==> src/design/bfha_pkg.sv <==
package bfha_pkg;

  localparam int unsigned HEAP_BYTES = 4096;
  localparam int unsigned HEAP_WORDS = HEAP_BYTES / 4;
  localparam int unsigned IDX_W      = $clog2(HEAP_WORDS);
  localparam int unsigned SZ_W       = IDX_W + 1;
  localparam int unsigned ENT_W      = SZ_W + 2;
  localparam int unsigned HDR_BYTES  = 8;
  localparam int unsigned HDR_WORDS  = HDR_BYTES / 4;
  localparam int unsigned ALIGN_MASK = 3;
  localparam int unsigned REQ_W      = 16;
  localparam int unsigned NEED_W     = REQ_W - 1;
  localparam int unsigned ADDR_W     = 32;
  localparam int unsigned MODE_W     = 2;
  localparam int unsigned ST_W       = 3;

  localparam logic [MODE_W-1:0] MODE_ALLOC   = 2'd0;
  localparam logic [MODE_W-1:0] MODE_FREE    = 2'd1;
  localparam logic [MODE_W-1:0] MODE_REALLOC = 2'd2;

  localparam logic [ST_W-1:0] ST_OK       = 3'd0;
  localparam logic [ST_W-1:0] ST_NO_FIT   = 3'd1;
  localparam logic [ST_W-1:0] ST_RANGE    = 3'd2;
  localparam logic [ST_W-1:0] ST_BAD_BLK  = 3'd3;
  localparam logic [ST_W-1:0] ST_ZERO     = 3'd4;

  typedef enum logic [4:0] {
    OP_NONE,
    OP_CLR,
    OP_LOAD,
    OP_SET_ST,
    OP_SCAN_INIT,
    OP_RD_CUR,
    OP_SCAN_EV,
    OP_SPLIT,
    OP_TAKE,
    OP_RD_OFF,
    OP_CHK_EV,
    OP_KEEP,
    OP_FR_RD,
    OP_NX_ADD,
    OP_CLR_NX,
    OP_FREE_W,
    OP_WALK_EV,
    OP_MERGE,
    OP_CLR_W,
    OP_PUSH
  } op_e;

  typedef struct packed {
    op_e             op;
    logic [ST_W-1:0] st;
  } cmd_t;

  typedef struct packed {
    logic              clr_last;
    logic [MODE_W-1:0] mode;
    logic              req_zero;
    logic              a_zero;
    logic              range_bad;
    logic              align_bad;
    logic              chk_bad;
    logic              fits;
    logic              scan_last;
    logic              found;
    logic              split_ok;
    logic              nx_merge;
    logic              walk_end;
    logic              walk_hit;
    logic              walk_free;
    logic              walk_zero;
    logic              out_full;
  } sts_t;

  function automatic logic [ENT_W-1:0] mk_ent(input logic [SZ_W-1:0] size, input logic fr);
    return {1'b1, size, fr};
  endfunction

endpackage

==> src/design/bfha_ctrl.sv <==
module bfha_ctrl (
  input  logic           clk_i,
  input  logic           rst_ni,
  input  logic           in_valid_i,
  output logic           in_ready_o,
  input  bfha_pkg::sts_t sts_i,
  output bfha_pkg::cmd_t cmd_o
);

  typedef enum logic [4:0] {
    S_CLEAR, S_IDLE, S_DISP, S_ALLOC, S_SRD, S_SEV, S_AEND, S_ATAKE,
    S_CRD, S_CEV, S_CDEC, S_FRD, S_FEV, S_FCLRNX, S_FWR,
    S_WCHK, S_WRD, S_WEV, S_WMERGE, S_WCLRW, S_DONE
  } state_e;

  state_e state_q, state_d;
  logic   grow_q, grow_d;

  always_comb begin
    state_d   = state_q;
    grow_d    = grow_q;
    cmd_o.op  = bfha_pkg::OP_NONE;
    cmd_o.st  = bfha_pkg::ST_OK;
    unique case (state_q)
      S_CLEAR: begin
        cmd_o.op = bfha_pkg::OP_CLR;
        if (sts_i.clr_last) state_d = S_IDLE;
      end
      S_IDLE: begin
        if (in_valid_i) begin
          cmd_o.op = bfha_pkg::OP_LOAD;
          grow_d   = 1'b0;
          state_d  = S_DISP;
        end
      end
      S_DISP: begin
        unique case (sts_i.mode)
          bfha_pkg::MODE_ALLOC:   state_d = S_ALLOC;
          bfha_pkg::MODE_FREE:    state_d = sts_i.a_zero ? S_DONE : S_CRD;
          bfha_pkg::MODE_REALLOC: state_d = sts_i.a_zero ? S_ALLOC : S_CRD;
          default:                state_d = S_DONE;
        endcase
      end
      S_ALLOC: begin
        if (sts_i.req_zero) begin
          cmd_o.op = bfha_pkg::OP_SET_ST;
          cmd_o.st = bfha_pkg::ST_ZERO;
          state_d  = S_DONE;
        end else begin
          cmd_o.op = bfha_pkg::OP_SCAN_INIT;
          state_d  = S_SRD;
        end
      end
      S_SRD: begin
        cmd_o.op = bfha_pkg::OP_RD_CUR;
        state_d  = S_SEV;
      end
      S_SEV: begin
        cmd_o.op = bfha_pkg::OP_SCAN_EV;
        state_d  = sts_i.scan_last ? S_AEND : S_SRD;
      end
      S_AEND: begin
        if (!sts_i.found) begin
          cmd_o.op = bfha_pkg::OP_SET_ST;
          cmd_o.st = bfha_pkg::ST_NO_FIT;
          state_d  = S_DONE;
        end else begin
          if (sts_i.split_ok) cmd_o.op = bfha_pkg::OP_SPLIT;
          state_d = S_ATAKE;
        end
      end
      S_ATAKE: begin
        cmd_o.op = bfha_pkg::OP_TAKE;
        state_d  = grow_q ? S_FRD : S_DONE;
      end
      S_CRD: begin
        priority if (sts_i.range_bad) begin
          cmd_o.op = bfha_pkg::OP_SET_ST;
          cmd_o.st = bfha_pkg::ST_RANGE;
          state_d  = S_DONE;
        end else if (sts_i.align_bad) begin
          cmd_o.op = bfha_pkg::OP_SET_ST;
          cmd_o.st = bfha_pkg::ST_BAD_BLK;
          state_d  = S_DONE;
        end else begin
          cmd_o.op = bfha_pkg::OP_RD_OFF;
          state_d  = S_CEV;
        end
      end
      S_CEV: begin
        if (sts_i.chk_bad) begin
          cmd_o.op = bfha_pkg::OP_SET_ST;
          cmd_o.st = bfha_pkg::ST_BAD_BLK;
          state_d  = S_DONE;
        end else begin
          cmd_o.op = bfha_pkg::OP_CHK_EV;
          state_d  = S_CDEC;
        end
      end
      S_CDEC: begin
        priority if (sts_i.mode == bfha_pkg::MODE_FREE || sts_i.req_zero) begin
          state_d = S_FRD;
        end else if (sts_i.fits) begin
          cmd_o.op = bfha_pkg::OP_KEEP;
          state_d  = S_DONE;
        end else begin
          grow_d  = 1'b1;
          state_d = S_ALLOC;
        end
      end
      S_FRD: begin
        cmd_o.op = bfha_pkg::OP_FR_RD;
        state_d  = S_FEV;
      end
      S_FEV: begin
        if (sts_i.nx_merge) begin
          cmd_o.op = bfha_pkg::OP_NX_ADD;
          state_d  = S_FCLRNX;
        end else begin
          state_d = S_FWR;
        end
      end
      S_FCLRNX: begin
        cmd_o.op = bfha_pkg::OP_CLR_NX;
        state_d  = S_FWR;
      end
      S_FWR: begin
        cmd_o.op = bfha_pkg::OP_FREE_W;
        state_d  = S_WCHK;
      end
      S_WCHK: state_d = sts_i.walk_end ? S_DONE : S_WRD;
      S_WRD: begin
        cmd_o.op = bfha_pkg::OP_RD_CUR;
        state_d  = S_WEV;
      end
      S_WEV: begin
        priority if (sts_i.walk_zero) begin
          state_d = S_DONE;
        end else if (sts_i.walk_hit) begin
          if (sts_i.walk_free) begin
            cmd_o.op = bfha_pkg::OP_WALK_EV;
            state_d  = S_WMERGE;
          end else begin
            state_d = S_DONE;
          end
        end else begin
          cmd_o.op = bfha_pkg::OP_WALK_EV;
          state_d  = S_WCHK;
        end
      end
      S_WMERGE: begin
        cmd_o.op = bfha_pkg::OP_MERGE;
        state_d  = S_WCLRW;
      end
      S_WCLRW: begin
        cmd_o.op = bfha_pkg::OP_CLR_W;
        state_d  = S_DONE;
      end
      S_DONE: begin
        if (!sts_i.out_full) begin
          cmd_o.op = bfha_pkg::OP_PUSH;
          state_d  = S_IDLE;
        end
      end
      default: state_d = S_IDLE;
    endcase
  end

  always_ff @(posedge clk_i or negedge rst_ni) begin
    if (!rst_ni) begin
      state_q <= S_CLEAR;
      grow_q  <= 1'b0;
    end else begin
      state_q <= state_d;
      grow_q  <= grow_d;
    end
  end

  assign in_ready_o = (state_q == S_IDLE);

endmodule

==> config.mk <==
export PLATFORM = sky130hd
export DESIGN_NAME = bfha_ctrl
export DESIGN_NICKNAME = d
export VERILOG_FILES = /design/src/design/bfha_pkg.sv /design/src/design/bfha_ctrl.sv
export SDC_FILE = /design/constraint.sdc
export NUM_CORES = 1
export LEC_CHECK = 0
export BUFFER_PORTS_ARGS = -buffer_cell sky130_fd_sc_hd__buf_2
export CAP_MARGIN = 15
export CORE_MARGIN = 1.5
export CORE_UTILIZATION = 45
export CTS_BUF_LIST = sky130_fd_sc_hd__clkbuf_8
export DETAILED_ROUTE_END_ITERATION = 8
export PLACE_DENSITY_LB_ADDON = 0.3
export RECOVER_POWER = 100
export SETUP_SLACK_MARGIN = 0.2
export SKIP_CTS_REPAIR_TIMING = 1
export SYNTH_ARGS = -nofsm -noshare
export SYNTH_HDL_FRONTEND = slang
export SYNTH_SLANG_ARGS = --single-unit
==> constraint.sdc <==
create_clock -name clk_i -period 2.7 [get_ports clk_i]
set_clock_uncertainty 0.2 [all_clocks]
set_input_delay 0.675 -clock clk_i [delete_from_list [all_inputs] [get_ports clk_i]]
set_output_delay 0.675 -clock clk_i [all_outputs]
set_load 0.1 [all_outputs]
# --- Yosys cells after proc, flatten, opt, wreduce, memory -nomap -nowiden ---
# Cells that the tools add are included.
op_classes:
  n_reduce_logical: 7
  eq_ne: 27
  mux: 45
ops:
  columns: ["cell", "count"]
  rows:
  - ["5-bit case mux with 21 select lines", 1]
  - ["5-bit 2-to-1 mux", 19]
  - ["5-bit case mux with 18 select lines", 1]
  - ["5-bit by 4-bit == test with 1-bit output (second input constant)", 8]
  - ["5-bit == test (second input constant)", 5]
  - ["4-bit 2-to-1 mux", 6]
  - ["5-bit by 3-bit == test with 1-bit output (second input constant)", 4]
  - ["3-bit 2-to-1 mux", 5]
  - ["5-bit case mux with 3 select lines", 1]
  - ["3-bit case mux with 4 select lines", 1]
  - ["5-bit by 2-bit == test with 1-bit output (second input constant)", 2]
  - ["2-bit 2-to-1 mux", 5]
  - ["2-bit != test (second input constant)", 5]
  - ["7-bit 2-to-1 mux", 1]
  - ["5-bit by 1-bit == test with 1-bit output (second input constant)", 1]
  - ["5-bit zero test", 1]
  - ["1-bit 2-to-1 mux", 4]
  - ["4-bit AND reduction", 1]
  - ["3-bit AND reduction", 1]
  - ["2-bit by 1-bit == test with 1-bit output (second input constant)", 1]
  - ["2-bit == test (second input constant)", 1]
  - ["2-bit zero test", 1]
  - ["1-bit case mux with 2 select lines", 1]
  - ["2-bit nonzero test", 1]
  - ["other kinds (2)", 2]
totals:
  register_bits: 6
  wordCells: 81
  inputBits: 21
  out_inout_bits: 9

# --- Depth between registers and ports, before layout ---
# Gate-level depths: netlist of run 1.
logic_depth:
  ltp_word: 4
  mapped_depth: 6
  depth_no_buf: 5

# --- Least setup slack after synthesis of run 1 ---
# OpenSTA, ideal clock, no wires.
synth_path:
  path_kind: "register to output"
  start: "register state_q[4]"
  end: "output cmd_o[0] (netlist name)"
  slack_ns: -2.561
  stages_incl_launch_ff: 4
  t_arrival_ns: 4.386
  n_path_buf: 1
  required_ns: 1.825
  cell_sequence: "dfrtp_1 -> or3b_1 -> buf_2 -> o311ai_0"
synth_lines:
  columns: ["element", "line_no", "rtl"]
  rows:
  - ["start: declaration", "bfha_ctrl.sv:16", "state_e state_q, state_d;"]
  - ["start signal: assignment", "bfha_ctrl.sv:174", "state_q <= state_d;"]
  - ["end: declaration", "bfha_ctrl.sv:7", "output bfha_pkg::cmd_t cmd_o"]

==> impl_metrics.csv, run 1 <==
group,metric,value,unit
clocking,clock_sinks,6,
placement,hpwl,2.963,mm
sta,setup_slack,-96.21,ps
clocking,worstSkewPairLatency,220,ps
worst_setup_path,cp_slowest_stage_delay,470,ps
grt,grt_pass1_vias,1325,
detailed_routing,drtAntennaViolNets,0,
floorplanning,die_x,49.12,um
worst_setup_path,r2r_setup_slack,690,ps
worst_setup_path,reg2reg_from,"state_q[2]",
sta,rsz0062_at_grt,"true",
logic_synthesis,synth_compound_area_share,35.42,%
logic_synthesis,yosysSeqAreaShare,15.69,%
power_and_ir_drop,peakVddDrop,1.446,mV
detailed_routing,drc,0,
sta,final_max_slew_viol_count,0,
logic_synthesis,synth_seq_cells,6,
clocking,cts_tree,"built",
sta,worstMarginPinSlew,451.1,ps
worst_setup_path,startpoint,"state_q[1]",
job,drv_cap,0,
worst_setup_path,critPathKind,"reg2out",
worst_setup_path,worstPathCellList,"nand2b_4 > o32a_1 > or3_4 > o31ai_1 > or3_4 > buf_12",
cells_and_area,drive_gt1_share,46.94,%
sta,finalHoldViolCount,0,
detailed_routing,via_per_inst,6.233,
logic_synthesis,synth_warnings,0,
cells_and_area,nFillCells,133,
detailed_routing,post_drt_wl_per_cell,18.02,um
placement,dpl_worst_slack,-16.05,ps
grt,grt_first_pass_wirelength,6.003,mm
logic_synthesis,synth.distinct_cells,44,
detailed_routing,totalWireLength,4.018,mm
placement,portBuffers,29,
detailed_routing,drtIter0Drc,71,
grt,grt_max_degree,19,
worst_setup_path,r2r_end,"state_q[4]",
power_and_ir_drop,leakage,0.6798,nW
sta,finalCriticalPeriod,2796,ps
clocking,clockBufferDepth,2,
logic_synthesis,syn-num-nets,163,
logic_synthesis,synth_flop_cell,"dfrtp_1",
cells_and_area,multi_input_area,837.1,um^2
floorplanning,boundaryPins,30,
grt,grt_overflow,0,
clocking,cts-root-buf,"clkbuf_8",
logic_synthesis,syn_avg_cell_area,6.741,um^2
cells_and_area,layout_common_cells,"buf_4, buf_2, a21oi_1, o21ai_0, nor2_1",
worst_setup_path,worstRegToRegCells,5,
worst_setup_path,slowest_stage,"dfrtp_2",
cells_and_area,final_common_cell,"buf_4",
floorplanning,die_h,49.12,um
clocking,htreeDepth,1,
logic_synthesis,synthSimpleGateAreaFrac,39.61,%
cells_and_area,nets,219,
power_and_ir_drop,cellPowerDensity,1408,nW/um^2
sta,finalSetupViolCount,7,
floorplanning,start_util,48.30,%
sta,fmax,0.3576,GHz
cells_and_area,final_cells,223,
detailed_routing,wl_met2,1.868,mm
floorplanning,die_area,2413,um^2
placement,gp_congestion,0.9836,
worst_setup_path,start_kind,"flip-flop",
cells_and_area,synthToLayoutAreaGrowth,70.59,%
logic_synthesis,synth_edf_count,0,
logic_synthesis,muxShareOfSynthArea,1.046,%
floorplanning,rows,16,
grt,antenna_found_initial,0,
worst_setup_path,crit_top_cell,"or3_4",
sta,period_share,103.6,%
worst_setup_path,cp_max_fo,6,
cells_and_area,seq_area,156.4,um^2
worst_setup_path,critical_path_arrival,1920,ps
cells_and_area,final_core_util,82.39,%
clocking,clkTransAtPathRegs,40,ps
outcome,failed_checks,"setup timing",
logic_synthesis,syn_area,957.2,um^2
detailed_routing,wl_met1,1.549,mm
cells_and_area,n_antenna_cell,0,
placement,placed_cells_incl_taps,211,
logic_synthesis,synth_adder_area_share,0,%
worst_setup_path,endpoint,"cmd_o[4]",
worst_setup_path,required,1820,ps
floorplanning,coreArea,1982,um^2
detailed_routing,dr.max_layer_used,"met4",
outcome,status,"finished with violations",
logic_synthesis,synthCells,142,
logic_synthesis,synthArstFlopShare,100.0,%
grt,grt_usage,32.62,%
sta,timing.slew.headroom,69.75,%
detailed_routing,vias,1390,
detailed_routing,met3WireLength,499,um
min_path,worstHoldPathType,"in2async",
logic_synthesis,synth_xor_area_share,0.9150,%
detailed_routing,drt_pass1_iterations,6,
worst_setup_path,cp-end-kind,"primary output",
clocking,cts_buffers,3,
logic_synthesis,synth_top_family_by_area,"simple AND/OR/NAND/NOR gates",
## area by class of cell
type | count | share of cell area (%)
clock buffers | 3 | 2.529
inverters | 7 | 1.609
multi-input cells | 119 | 51.26
flip-flops and latches | 6 | 9.579
well taps | 27 | 2.069
repair buffers | 61 | 32.95
## routing by layer
layer,track usage [%],vias to the layer above
met3,4.294,13
met2,51.35,97
met5,0,-
met4,16.67,0
met1,43.35,633
li1,-,647
## cell usage after synthesis, types with 2 or more instances
| cell | count | share of area (%) |
|---|---|---|
| nand3b_1 | 3 | 2.4 |
| nand3_1 | 7 | 3.7 |
| a21oi_1 | 14 | 7.3 |
| nand4_1 | 2 | 1.3 |
| or3_1 | 3 | 2.0 |
| o31ai_1 | 3 | 2.4 |
| nor4_1 | 2 | 1.3 |
| o21ai_0 | 13 | 6.8 |
| a31oi_1 | 5 | 3.3 |
| o211ai_1 | 3 | 2.4 |
| nand2b_1 | 6 | 3.9 |
| a41oi_1 | 2 | 1.8 |
| a211oi_1 | 2 | 1.6 |
| clkbuf_1 | 4 | 1.6 |
| nor3b_1 | 4 | 3.1 |
| nor2b_1 | 5 | 3.3 |
| inv_1 | 6 | 2.4 |
| o22ai_1 | 2 | 1.3 |
| or3b_1 | 2 | 1.8 |
| dfrtp_1 | 6 | 16 |
| nor2_1 | 12 | 4.7 |
| buf_2 | 5 | 2.6 |
| nand2_1 | 10 | 3.9 |
## per-stage QoR
stage               cell area, um^2  power (mW)  TNS, ps  hold slack (ps)
floorplan                      1022       1.317    -1851            179.4
global placement               1461       1.908        0            300.0
detailed placement             1461       1.944   -16.05            306.5
CTS                            1503       2.084    -1243            69.80
global route                   1633       2.397   -693.8            130.9
finish                         1633       2.300   -323.0            123.8
## critical path: cells and delay by family (launching register included)
kind | cells | cell delay [ps]
AND/OR/NAND/NOR | 3 | 700
flip-flops | 1 | 470
AO/OA/AOI/OAI | 2 | 370
buffers and inverters | 1 | 160
## cells by family (layout without fill, tap and decap cells)
logic type             Yosys count  in the layout
AND/OR/NAND/NOR                 65             65
AO/OA/AOI/OAI                   52             52
buffers and inverters           17             71
flip-flops                       6              6
XOR/XNOR                         1              1
multiplexers                     1              1
## report_power, final
group	switching, mW	internal, mW
clock network	0.0398	0.0959
registers	0.0759	0.131
logic	1.16	0.794
total	1.28	1.02
## worst min path at each step
stage / startpoint / to / slack [ps]
floorplan: rst_ni / grow_q / 180
global placement: rst_ni / state_q[3] / 300
detailed placement: rst_ni / state_q[0] / 310
CTS: rst_ni / state_q[3] / 70
global route: rst_ni / grow_q / 130
finish: rst_ni / grow_q / 120
## sequential cells by signal, summed over array words and instances (netlist names)
name and flops:
state_q 5, grow_q 1
No activity file was read; power rests on OpenSTA's default activity.
==> inputs of run 2 (changes only) <==
Settings changed: SKIP_CTS_REPAIR_TIMING 1 to not set, TNS_END_PERCENT set to 1.
==> run 2 against run 1 <==
  * The run still ends with setup timing left
  * Design area increased by 0.54%
  * Worst hold slack got worse by 1.2 ps
  * Clock power about the same
  * Cell count increased by 0.90%
  * Via count increased by 6.2%
  * Critical path type unchanged
==> impl_metrics.csv, run 2 (synthesized netlist as in run 1, its figures left out) <==
group,metric,value,unit
outcome,status,"finished with violations",
outcome,failed_checks,"setup timing",
detailed_routing,dr.max_layer_used,"met4",
floorplanning,coreArea,1982,um^2
detailed_routing,drc,0,
detailed_routing,vias,1476,
cells_and_area,reg.largest.list,"state_q: 5 flops, grow_q: 1 flops",
detailed_routing,wl_met2,1.955,mm
sta,timing.slew.headroom,66.30,%
worst_setup_path,worstRegToRegCells,5,
floorplanning,die_x,49.12,um
power_and_ir_drop,pwr-share-clk,5.9,%
grt,grt_pass1_vias,1335,
worst_setup_path,slowest_stage,"dfrtp_2",
sta,worstMarginPinSlew,502.5,ps
floorplanning,boundaryPins,30,
cells_and_area,nFillCells,117,
clocking,worstSkewPairLatency,220,ps
worst_setup_path,cp_slowest_stage_delay,450,ps
clocking,clkTransAtPathRegs,40,ps
power_and_ir_drop,peakVddDrop,1.325,mV
sta,final.setup.tns,-630.5,ps
worst_setup_path,worst-path-stages,6,
cells_and_area,synthToLayoutAreaGrowth,71.50,%
clocking,clockBufferDepth,2,
detailed_routing,drt_pass1_iterations,6,
power_and_ir_drop,power_frac_comb,84.8,%
sta,final_max_slew_viol_count,0,
worst_setup_path,worstPathCellList,"buf_6 > o32a_1 > or3_4 > o31ai_2 > or3_4 > buf_12",
cells_and_area,final_common_cell,"buf_4",
placement,portBuffers,29,
worst_setup_path,r2r_setup_slack,630,ps
worst_setup_path,critPathKind,"reg2out",
power_and_ir_drop,seqPwrFrac,9.3,%
worst_setup_path,crit_top_cell,"or3_4",
cells_and_area,n_antenna_cell,0,
job,drv_cap,0,
floorplanning,die_area,2413,um^2
worst_setup_path,critPathTopFamily,"simple AND/OR/NAND/NOR gates",
worst_setup_path,cp-end-kind,"primary output",
sta,rsz0062_at_grt,"true",
detailed_routing,post_drt_wl_per_cell,18.46,um
placement,gp_congestion,0.9427,
worst_setup_path,cp.buffers_inverters,2,
worst_setup_path,reg2reg_from,"state_q[3]",
power_and_ir_drop,net-switching-power,1.283,mW
cells_and_area,nets,221,
power_and_ir_drop,leakage,0.6963,nW
worst_setup_path,required,1820,ps
clocking,cts_buffers,3,
floorplanning,start_util,48.30,%
placement,dpl_worst_slack,-89.74,ps
detailed_routing,drtAntennaViolNets,0,
worst_setup_path,r2r_end,"state_q[1]",
clocking,cts_hold_buf,0,
grt,antenna_found_initial,0,
worst_setup_path,startpoint,"state_q[0]",
worst_setup_path,start_kind,"flip-flop",
grt,grt_usage,35.61,%
min_path,worstHoldPathType,"in2async",
detailed_routing,wl_met1,1.577,mm
detailed_routing,drtIter0Drc,121,
sta,period_share,105.0,%
cells_and_area,final_core_util,82.83,%
clocking,htreeDepth,1,
grt,grt_first_pass_wirelength,6.610,mm
sta,finalHoldViolCount,0,
sta,setup_slack,-134.8,ps
clocking,cts-root-buf,"clkbuf_8",
sta,hold_slack,122.7,ps
grt,grt_overflow,0,
sta,finalSetupViolCount,7,
detailed_routing,totalWireLength,4.154,mm
sta,fmax,0.3528,GHz
clocking,clock_sinks,6,
grt,grt_max_degree,17,
cells_and_area,largest-register,"state_q",
worst_setup_path,critical_path_arrival,1960,ps
detailed_routing,met3WireLength,438,um
cells_and_area,largest_register_ffs,5,
clocking,cts_tree,"built",
floorplanning,rows,16,
placement,hpwl,2.861,mm
floorplanning,die_h,49.12,um
power_and_ir_drop,sw_frac_of_total,55.62,%
power_and_ir_drop,cellPowerDensity,1405,nW/um^2
sta,finalCriticalPeriod,2835,ps
power_and_ir_drop,intPower,1.023,mW
cells_and_area,drive_gt1_share,48.48,%
detailed_routing,via_per_inst,6.560,
worst_setup_path,endpoint,"cmd_o[4]",
cells_and_area,layout_common_cells,"buf_4, buf_2, o21ai_0, a21oi_1",
worst_setup_path,cp_max_fo,6,
[run 2: cell types whose count changed in the layout (fill, tap and decap cells not counted), sizes merged]
cell / delta
buf: +3
clkbuf: -1
clkinvlp: +1
clkinv: -1
[run 2: worst reg2reg max path: stages (launching register included)]
cell,delay [ps]
dfrtp_1,500
buf_4,280
or2_2,270
nor4_1,80
a211oi_1,420
a31oi_1,170
[run 2: worst min-delay path by stage]
stage               depth (start not counted)         end
finish                                      1  state_q[3]
global route                                1  state_q[3]
CTS                                         1  state_q[3]
detailed placement                          1  state_q[0]
global placement                            1  state_q[4]
floorplan                                   0      grow_q
[run 2: metrics by stage]
stage	std cells	area, um^2	power [mW]
after CTS	224	1590	2.178
final	225	1642	2.306
after global routing	225	1642	2.390
after floorplan	142	989.7	1.271
after detailed placement	212	1429	1.873
after global placement	212	1429	1.849
[run 2: layer usage]
metal	GRT usage, %	vias to the layer above
li1	-	650
met1	45.95	668
met2	59.23	125
met3	4.908	33
met4	14.29	0
met5	0	-
[run 2: layout make-up]
type / count / area [um^2] / area share (%)
multi-input combinational: 119 / 830.8 / 50.61
timing repair buffer: 63 / 550.5 / 33.54
sequential: 6 / 155.1 / 9.451
clock buffer: 3 / 41.29 / 2.515
tap: 27 / 33.78 / 2.058
inverter: 7 / 30.03 / 1.829
[run 2: repair_timing]
| item | in CTS | in global routing |
|---|---|---|
| resized for setup | 17 | 12 |
| endpoints found under the setup margin | 9 | 8 |
| cloned | 0 | 0 |
| buffers inserted | 9 | 1 |
| pin swaps | 2 | 4 |
[run 2: power by group through the flow]
stage	clock (mW)	combinational [mW]	sequential, mW
2_1_floorplan	0	1.12	0.155
4_1_cts	0.137	1.84	0.202
6_report	0.137	1.96	0.213
3_5_place_dp	0	1.66	0.211
5_1_grt	0.146	2.03	0.212
3_3_place_gp	0	1.64	0.209
